[src/design/gmps_pkg.sv]
package gmps_pkg;

   localparam int GOLD_W      = 16;
   localparam int SCORE_W     = 24;
   localparam int ROW_COUNT_W = 7;
   localparam int COL_COUNT_W = 9;
   localparam int CSR_DATA_W  = 9;
   localparam int CSR_INDEX_W = 1;

   localparam logic [SCORE_W-1:0] SCORE_MAX = {SCORE_W{1'b1}};

   localparam int ROW_COUNT_RESET = 8;
   localparam int COL_COUNT_RESET = 8;

   localparam logic [CSR_INDEX_W-1:0] CSR_ROW_COUNT = 1'b0;
   localparam logic [CSR_INDEX_W-1:0] CSR_COL_COUNT = 1'b1;

   // neighbour selection for one cell
   typedef struct packed {
      logic first_col;
      logic has_above;
      logic has_below;
   } gmps_ctx_type;

endpackage

[src/design/gmps_score.sv]
module gmps_score
   import gmps_pkg::*;
(
   input  logic [GOLD_W-1:0]  gold,
   input  gmps_ctx_type       ctx,
   input  logic [SCORE_W-1:0] same_score,
   input  logic [SCORE_W-1:0] above_score,
   input  logic [SCORE_W-1:0] below_score,
   output logic [SCORE_W-1:0] cell_score
);

   logic [SCORE_W-1:0] best_up;
   logic [SCORE_W-1:0] best_all;
   logic [SCORE_W-1:0] best;
   logic [SCORE_W:0]   sum_wide;

   always_comb begin
      best_up  = (ctx.has_above && (above_score > same_score)) ? above_score : same_score;
      best_all = (ctx.has_below && (below_score > best_up)) ? below_score : best_up;
      best     = ctx.first_col ? '0 : best_all;
      sum_wide = {{(SCORE_W + 1 - GOLD_W){1'b0}}, gold} + {1'b0, best};
      // saturate
      cell_score = sum_wide[SCORE_W] ? SCORE_MAX : sum_wide[SCORE_W-1:0];
   end

endmodule

[src/design/gmps_store.sv]
module gmps_store
   import gmps_pkg::*;
#(
   parameter int DEPTH  = 64,
   parameter int ADDR_W = 6
) (
   input  logic               clock,
   input  logic               wr_en,
   input  logic [ADDR_W-1:0]  wr_addr,
   input  logic [SCORE_W-1:0] wr_data,
   input  logic [ADDR_W-1:0]  rd_addr_a,
   input  logic [ADDR_W-1:0]  rd_addr_b,
   output logic [SCORE_W-1:0] rd_data_a,
   output logic [SCORE_W-1:0] rd_data_b
);

   logic [SCORE_W-1:0] mem [DEPTH];
   logic [SCORE_W-1:0] rd_data_a_ff;
   logic [SCORE_W-1:0] rd_data_b_ff;

   always_ff @(posedge clock) begin
      if (wr_en) begin
         mem[wr_addr] <= wr_data;
      end
      // forward a word written at the same edge
      if (wr_en && (wr_addr == rd_addr_a)) begin
         rd_data_a_ff <= wr_data;
      end else begin
         rd_data_a_ff <= mem[rd_addr_a];
      end
      if (wr_en && (wr_addr == rd_addr_b)) begin
         rd_data_b_ff <= wr_data;
      end else begin
         rd_data_b_ff <= mem[rd_addr_b];
      end
   end

   assign rd_data_a = rd_data_a_ff;
   assign rd_data_b = rd_data_b_ff;

endmodule

[src/design/grid_max_path_sum.sv]
// channel   dir  ports                                     word
// req       in   req_valid, req_stall, req_gold            one grid cell, column-major
// rsp       out  rsp_valid, rsp_stall, rsp_best_total      best path sum of one grid
// csr       in   csr_write_en, csr_index, csr_wdata        row_count / col_count
//
// One cell is taken per cycle while req_stall is low; the registered score store is read ahead
// at the row of the next cell and the one below it, so a cell costs one add and two compares.
// The result word appears the cycle after the last cell of a grid is taken.
// req_stall rises only when the last cell is due and a result word is still held.
// Reset is synchronous; it restores 8 rows by 8 columns. A csr write restarts the grid.
module grid_max_path_sum
   import gmps_pkg::*;
#(
   parameter int MAX_ROWS = 64,
   parameter int MAX_COLS = 256
) (
   input  logic                   clock,
   input  logic                   reset,
   input  logic                   req_valid,
   output logic                   req_stall,
   input  logic [GOLD_W-1:0]      req_gold,
   output logic                   rsp_valid,
   input  logic                   rsp_stall,
   output logic [SCORE_W-1:0]     rsp_best_total,
   input  logic                   csr_write_en,
   input  logic [CSR_INDEX_W-1:0] csr_index,
   input  logic [CSR_DATA_W-1:0]  csr_wdata
);

   localparam int ROW_W  = (MAX_ROWS > 1) ? $clog2(MAX_ROWS) : 1;
   localparam int COL_W  = (MAX_COLS > 1) ? $clog2(MAX_COLS) : 1;
   localparam int RCNT_W = $clog2(MAX_ROWS + 1);
   localparam int CCNT_W = $clog2(MAX_COLS + 1);
   localparam int ROWS_RESET = (MAX_ROWS < ROW_COUNT_RESET) ? MAX_ROWS : ROW_COUNT_RESET;
   localparam int COLS_RESET = (MAX_COLS < COL_COUNT_RESET) ? MAX_COLS : COL_COUNT_RESET;

   logic [RCNT_W-1:0]  rows_ff, rows_in;
   logic [CCNT_W-1:0]  cols_ff, cols_in;
   logic [ROW_W-1:0]   row_pos_ff, row_pos_in;
   logic [COL_W-1:0]   col_pos_ff, col_pos_in;
   logic [SCORE_W-1:0] above_ff, above_in;
   logic [SCORE_W-1:0] run_best_ff, run_best_in;
   logic               rsp_valid_ff, rsp_valid_in;
   logic [SCORE_W-1:0] rsp_best_ff, rsp_best_in;

   logic [ROW_COUNT_W-1:0] row_raw;
   logic [COL_COUNT_W-1:0] col_raw;
   logic               accept;
   logic               last_row;
   logic               last_col;
   logic               grid_end;
   gmps_ctx_type       ctx;
   logic [SCORE_W-1:0] same_score;
   logic [SCORE_W-1:0] below_score;
   logic [SCORE_W-1:0] cell_score;
   logic [SCORE_W-1:0] final_best;
   logic [ROW_W-1:0]   rd_addr_b;

   assign last_row  = (32'(row_pos_ff) + 1) == 32'(rows_ff);
   assign last_col  = (32'(col_pos_ff) + 1) == 32'(cols_ff);
   assign req_stall = last_row && last_col && rsp_valid_ff && rsp_stall;
   assign accept    = req_valid && !req_stall;
   assign grid_end  = accept && last_row && last_col;

   assign ctx.first_col = (col_pos_ff == '0);
   assign ctx.has_above = (row_pos_ff != '0);
   assign ctx.has_below = !last_row;

   gmps_score u_score (
      .gold        (req_gold),
      .ctx         (ctx),
      .same_score  (same_score),
      .above_score (above_ff),
      .below_score (below_score),
      .cell_score  (cell_score)
   );

   gmps_store #(
      .DEPTH  (MAX_ROWS),
      .ADDR_W (ROW_W)
   ) u_store (
      .clock     (clock),
      .wr_en     (accept),
      .wr_addr   (row_pos_ff),
      .wr_data   (cell_score),
      .rd_addr_a (row_pos_in),
      .rd_addr_b (rd_addr_b),
      .rd_data_a (same_score),
      .rd_data_b (below_score)
   );

   assign final_best = (last_col && (cell_score > run_best_ff)) ? cell_score : run_best_ff;

   always_comb begin
      row_raw  = csr_wdata[ROW_COUNT_W-1:0];
      col_raw  = csr_wdata[COL_COUNT_W-1:0];
      rows_in  = rows_ff;
      cols_in  = cols_ff;
      row_pos_in  = row_pos_ff;
      col_pos_in  = col_pos_ff;
      above_in    = above_ff;
      run_best_in = run_best_ff;
      if (csr_write_en) begin
         unique case (csr_index)
            CSR_ROW_COUNT: begin
               if (row_raw == '0) begin
                  rows_in = RCNT_W'(1);
               end else if (32'(row_raw) > MAX_ROWS) begin
                  rows_in = RCNT_W'(MAX_ROWS);
               end else begin
                  rows_in = RCNT_W'(row_raw);
               end
            end
            CSR_COL_COUNT: begin
               if (col_raw == '0) begin
                  cols_in = CCNT_W'(1);
               end else if (32'(col_raw) > MAX_COLS) begin
                  cols_in = CCNT_W'(MAX_COLS);
               end else begin
                  cols_in = CCNT_W'(col_raw);
               end
            end
            default: begin
               rows_in = rows_ff;
            end
         endcase
         row_pos_in  = '0;
         col_pos_in  = '0;
         above_in    = '0;
         run_best_in = '0;
      end else if (accept) begin
         above_in    = same_score;
         run_best_in = final_best;
         if (last_row) begin
            row_pos_in = '0;
            if (last_col) begin
               col_pos_in  = '0;
               above_in    = '0;
               run_best_in = '0;
            end else begin
               col_pos_in = col_pos_ff + 1'b1;
            end
         end else begin
            row_pos_in = row_pos_ff + 1'b1;
         end
      end
      // read the row below the next cell; wrap past the store's end, the word is unused there
      if ((32'(row_pos_in) + 1) >= MAX_ROWS) begin
         rd_addr_b = '0;
      end else begin
         rd_addr_b = ROW_W'(32'(row_pos_in) + 1);
      end
   end

   assign rsp_valid_in = grid_end || (rsp_valid_ff && rsp_stall);
   assign rsp_best_in  = grid_end ? final_best : rsp_best_ff;

   always_ff @(posedge clock) begin
      if (reset) begin
         rows_ff      <= RCNT_W'(ROWS_RESET);
         cols_ff      <= CCNT_W'(COLS_RESET);
         row_pos_ff   <= '0;
         col_pos_ff   <= '0;
         above_ff     <= '0;
         run_best_ff  <= '0;
         rsp_valid_ff <= 1'b0;
      end else begin
         rows_ff      <= rows_in;
         cols_ff      <= cols_in;
         row_pos_ff   <= row_pos_in;
         col_pos_ff   <= col_pos_in;
         above_ff     <= above_in;
         run_best_ff  <= run_best_in;
         rsp_valid_ff <= rsp_valid_in;
      end
   end

   always_ff @(posedge clock) begin
      rsp_best_ff <= rsp_best_in;
   end

   assign rsp_valid      = rsp_valid_ff;
   assign rsp_best_total = rsp_best_ff;

endmodule

[config.mk]
export PLATFORM = sky130hd
export DESIGN_NAME = grid_max_path_sum
export DESIGN_NICKNAME = d
export VERILOG_FILES = /design/src/design/gmps_pkg.sv /design/src/design/gmps_score.sv /design/src/design/gmps_store.sv /design/src/design/grid_max_path_sum.sv
export SDC_FILE = /design/constraint.sdc
export NUM_CORES = 2
export LEC_CHECK = 0
export BUFFER_PORTS_ARGS = -buffer_cell sky130_fd_sc_hd__clkbuf_2
export CORE_MARGIN = 1
export CORE_UTILIZATION = 40
export DETAILED_ROUTE_END_ITERATION = 8
export HOLD_SLACK_MARGIN = 0.08
export PLACE_DENSITY = 0.63
export SLEW_MARGIN = 10
export SYNTH_ARGS = -nofsm -noshare
export SYNTH_HDL_FRONTEND = slang
export SYNTH_SLANG_ARGS = --single-unit
[constraint.sdc]
create_clock -name clock -period 16.52 [get_ports clock]
set_input_delay 0 -clock clock [delete_from_list [all_inputs] [get_ports clock]]
set_output_delay 0 -clock clock [all_outputs]
set_load 0.02 [all_outputs]
=== Yosys cells after proc, flatten, opt, wreduce, memory -nomap -nowiden ===
Memories as Yosys holds them, arrays and structs flattened. A register that Yosys moved wholly into a read port is not among the register bits.
Index checks and enable logic that the tools add are counted.

* Bits in registers: 103
* Latch bits: 0
* Memory bits (writable): 1536
* Memory bits (read-only): 0
* Input bits: 31
* Memories: 1

* $add $sub $neg: 6
* Multipliers: 0
* Divide/modulo/power cells: 0
* Order comparisons: 6
* Equality and inequality tests: 2
* Shift-type cells: 0
* Muxes and demuxes: 20
* Bitwise logic cells: 1
* Reduce and logical (&&, ||, !) cells: 21

{| class="wikitable"
|+ Memories
! memory !! words !! bits a word !! rd ports !! clocked after Yosys merged registers in !! wr ports !! RTL line !! text
|-
| u_store.mem || 64 || 24 || 2 || 2 || 1 || gmps_store.sv:17 || <nowiki>logic [SCORE_W-1:0] mem [DEPTH];</nowiki>
|}

{| class="wikitable"
|+ Operators by type and width
! cell !! count
|-
| two-way mux 24 bit || 9
|-
| greater-than comparator 24 bit || 3
|-
| >= comparator 32 x 7 -> 1 bit, second input constant || 1
|-
| adder 16 x 24 -> 25 bit || 1
|-
| two-way mux 6 bit || 4
|-
| two-way mux 9 bit || 2
|-
| adder 6 x 1 -> 7 bit, second input constant || 2
|-
| two-way mux 7 bit || 2
|-
| logical AND 1 bit || 10
|-
| adder 8 x 1 -> 9 bit, second input constant || 1
|-
| == test 9 bit || 1
|-
| greater-than comparator 9 bit, second input constant || 1
|-
| zero test 9 bit || 1
|-
| adder 8 x 1 -> 8 bit, second input constant || 1
|-
| zero test 8 bit || 1
|-
| two-way mux 8 bit || 1
|-
| == test 7 bit || 1
|-
| greater-than comparator 7 bit, second input constant || 1
|-
| zero test 7 bit || 1
|-
| adder 6 x 1 -> 6 bit, second input constant || 1
|-
| AND reduction 2 bit || 3
|-
| nonzero test 6 bit || 1
|-
| zero test 1 bit || 2
|-
| two-way mux 1 bit || 2
|-
| other kinds (3) || 3
|}

=== Depth between registers and ports, before layout ===
* Word-level depth: 14
* Depth in mapped cells: 56

=== By module ===
From an unflattened synthesis, not the netlist that was laid out.

* Cells, all modules: 4627
* Area total of the unflattened synthesis: 79678.9 um2

{| class="wikitable"
|+ Modules (own cells, without submodules)
! module !! times used !! cells an instance !! area each (um2) !! sequential area each (um2)
|-
| gmps_store || 1 || 3619 || 71376.0 || 46364.5
|-
| grid_max_path_sum || 1 || 604 || 5494.0 || 2302.2
|-
| gmps_score || 1 || 404 || 2808.9 || 0.0
|}

=== Worst setup path before layout ===
No wires, ideal clock.

* Path type: reg-to-reg
* Start: register with a tool-made name
* End: register run_best_ff[22]
* Setup time: 70 ps
* Data arrival time: 13250 ps
* Data required time: 16450 ps
* Path slack: 3200 ps
* Stages on the path, launching flop included: 48
* Path buffers: 10
* Clock period less this slack: 13320 ps
* Cells stage by stage: dfxtp_1 buf_2 buf_4 buf_2 buf_2 buf_2 buf_1 mux4_2 mux4_2 mux4_2 inv_2 ha_1 a21o_1 nand3_1 a211oi_1 or4_1 o21a_1 buf_2 (+12 left out) a21o_1 a221oi_1 a221o_1 o21ai_0 a21o_1 a31o_2 nand3_1 mux2i_1 ha_1 a21o_1 a221oi_1 o21ai_0 a31o_2 o211a_1 o2bb2ai_1 a21oi_1 clkbuf_1 a22o_1

{| class="wikitable"
|+ RTL lines
! element !! RTL line !! text
|-
| end signal, assigned || grid_max_path_sum.sv:173 || <nowiki>run_best_ff <= run_best_in;</nowiki>
|-
| end, declared || grid_max_path_sum.sv:42 || <nowiki>logic [SCORE_W-1:0] run_best_ff, run_best_in;</nowiki>
|}

==> run summary <==
status: complete, no violations
number of antenna violations at the first check in global routing: 6
worst vdd ir: 0.000123 V
postcts setup bufs: 0
DR vias/cell: 6.57
routed via count: 47000
Yosys reg bits: 1651
post-cts resize count: 0
Hold Worst Slack: 0.160 ns
Final Wtd Congestion: 0.942
Die Area: 201000 sq um
largest net degree at the start of global routing: 137
Startpoint Class: register
number of flops mapped to enable cells by yosys: 1560
hold path start: csr_wdata[5]
first-pass GRT wire length: 358 mm
Hold Path Depth: 5
Iteration-0 DRC Markers: 6814
crit end category: register
CP max stage delay: 0.83 ns
critical path's slowest cell: or3_1
Mapped Nets: 4361
Core Footprint: 197000 sq um
worst path arrival time: 15.07 ns
PD cells: 103 nW/um^2
Netlist Area Pre-Place: 79600 sq um
nets: 4491
Yosys warnings: 0
Fin. Hold Viols: 0
ys flop type: edfxtp_1
I/O Buffers: 56
vias in the first global route: 46000
placed cell area: 83300 sq um
TritonCTS clock tree: done
Post-Syn Instances: 4236
final setup fails: 0
leakage power: 27.9 nW
Slew @ Worst Pin: 1.28 ns
die width: 448 um
placed insts: 6773
drt wl/cell: 35.8 um
row count: 163
Crit path required time: 17.09 ns
post-route cell area: 89700 sq um
asr flop ratio synth: 0
I/O pins: 57
DRC errors left: 0
CTS buffer count: 172
Final Max Slew Viols: 0
FF-to-FF setup slack: 2.02 ns
# Max-Cap Violations: 0
RSZ-0062 raised after global routing: no
maximum clock frequency: 69.0 MHz
CTS root buf: clkbuf_16
total negative slack: 0 ns
All-Layer GR Usage: 0.256
clk_skew: 0.0552 ns
clock tree sinks: 1651
HPWL Detailed: 151 mm
relative slew slack: 0.144
CP Class: reg -> reg
Finished Layout Cells: 7159
CTS Hold Bufs: 59
total power: 9.26 mW
sequential-to-total area share from yosys stat: 0.611
ratio of cells with drive above 1 in the final layout: 0.329
Max Buffers Root-to-Sink: 3
synthesized area per cell: 18.8 sq um
Antenna Nets Post-Route: 0
Starting Density: 0.403
Area Growth Syn to Fin: 12.7%
clk_lat worst skew: 0.86 ns
die height: 448 um
Total Wirelength: 256 mm
Reg2Reg Depth: 42
Max FO, Critical Path: 65
post-layout min period: 14.50 ns
Hold/Removal Path Class: in -> reg
drt first pass iters: 6
post-synthesis cell type count: 93
CTS clk-pin slew, worst paths: 0.06 ns
Final Cycle Share: 0.878
H-Tree Depth: 4
gr ovfl total: 0
## routing by layer
layer / routed length, um / GRT usage / up-vias
li1: - / - / 18300
met1: 98700 / 0.354 / 25100
met2: 116000 / 0.384 / 3056
met3: 30500 / 0.0713 / 516
met4: 11300 / 0.103 / 2
met5: 13 / 0 / -
## cell families after synthesis
kind of cell,count (synthesis),share of synthesized area
AOI/OAI and AO/OA,441,0.0382
xor gates and xnor gates,36,0.00396
adders and majority gates,96,0.0151
buffers and inverters,376,0.0239
DFF,1651,0.611
muxes,1009,0.269
and+or+nand+nor,627,0.0387
## final cells by class
cell class                 count  area [sq um]
clock buffer                 212          4540
fill                       16600        108000
multi-input combinational   2209         29600
antenna                        5          12.5
clock inverter               110          1200
sequential                  1651         48700
timing repair buffer         256          2090
tap                         2640          3300
inverter                      76           285
## path summary, 6_finish.rpt
check | to
max | rsp_best_total[14]
min reg2reg | run_best_ff[6]
min | rows_ff[5]
max reg2reg | rsp_best_total[14]
## power breakdown
group,internal [mW],total (mW),switching [mW]
registers,4.57,4.59,0.0215
logic,0.313,0.692,0.379
clock network,2.27,3.98,1.71
## worst max-delay path: cells and delay by family, from the launching register on
family | cells | cell delay [ns]
AO/OA/AOI/OAI | 15 | 5.17
AND/OR/NAND/NOR | 17 | 4.16
buffers and inverters | 4 | 1.65
adder cells (fa/ha/maj) | 4 | 1.35
multiplexers | 2 | 1.08
flip-flops | 1 | 0.71
## registers in the layout (all words and copies together), names as in the netlist, named ones only
| register | count |
|---|---|
| u_store.mem | 1536 |
| rows_ff | 7 |
| rsp_valid | 1 |
| col_pos_ff | 8 |
| rsp_best_total | 24 |
| cols_ff | 9 |
| run_best_ff | 24 |
| row_pos_ff | 6 |
| above_ff | 24 |
## stage by stage
stage	setup WS [ns]	utilization
after global routing	1.00	0.454
after CTS	2.14	0.454
final	2.02	0.454
after detailed placement	2.18	0.422
after global placement	2.54	0.422
after floorplan	3.20	-
## Yosys cell counts (16+ instances only)
cell	n	area [sq um]
buf_6	28	315
clkbuf_1	119	447
inv_1	60	225
xnor2_1	22	193
nor2_1	228	856
nand3_1	59	295
a21o_1	21	158
ha_1	93	1160
o22ai_1	37	231
mux2i_1	105	1050
o21ai_0	61	305
edfxtp_1	1560	46800
mux4_1	20	526
a211oi_1	30	225
a22oi_1	52	390
nand3b_1	16	120
dfxtp_1	91	1820
nand2_1	125	469
nand4_1	27	169
buf_1	29	109
buf_4	28	210
nor2b_1	32	200
buf_2	89	445
mux4_2	869	19600
a21oi_1	81	405
## placed cells by master (no fill, tap or decap), drive strengths merged, types with 59 or more instances in the layout
cell type	count
o21ai	69
edfxtp	1560
buf	141
nand2	125
ha	93
a21oi	96
nor2	228
dlygate4sd3	59
clkinv	84
inv	76
clkbuf	268
mux2i	105
nand3	59
mux4	894
dfxtp	91
Power figures use the tool's default switching activity.
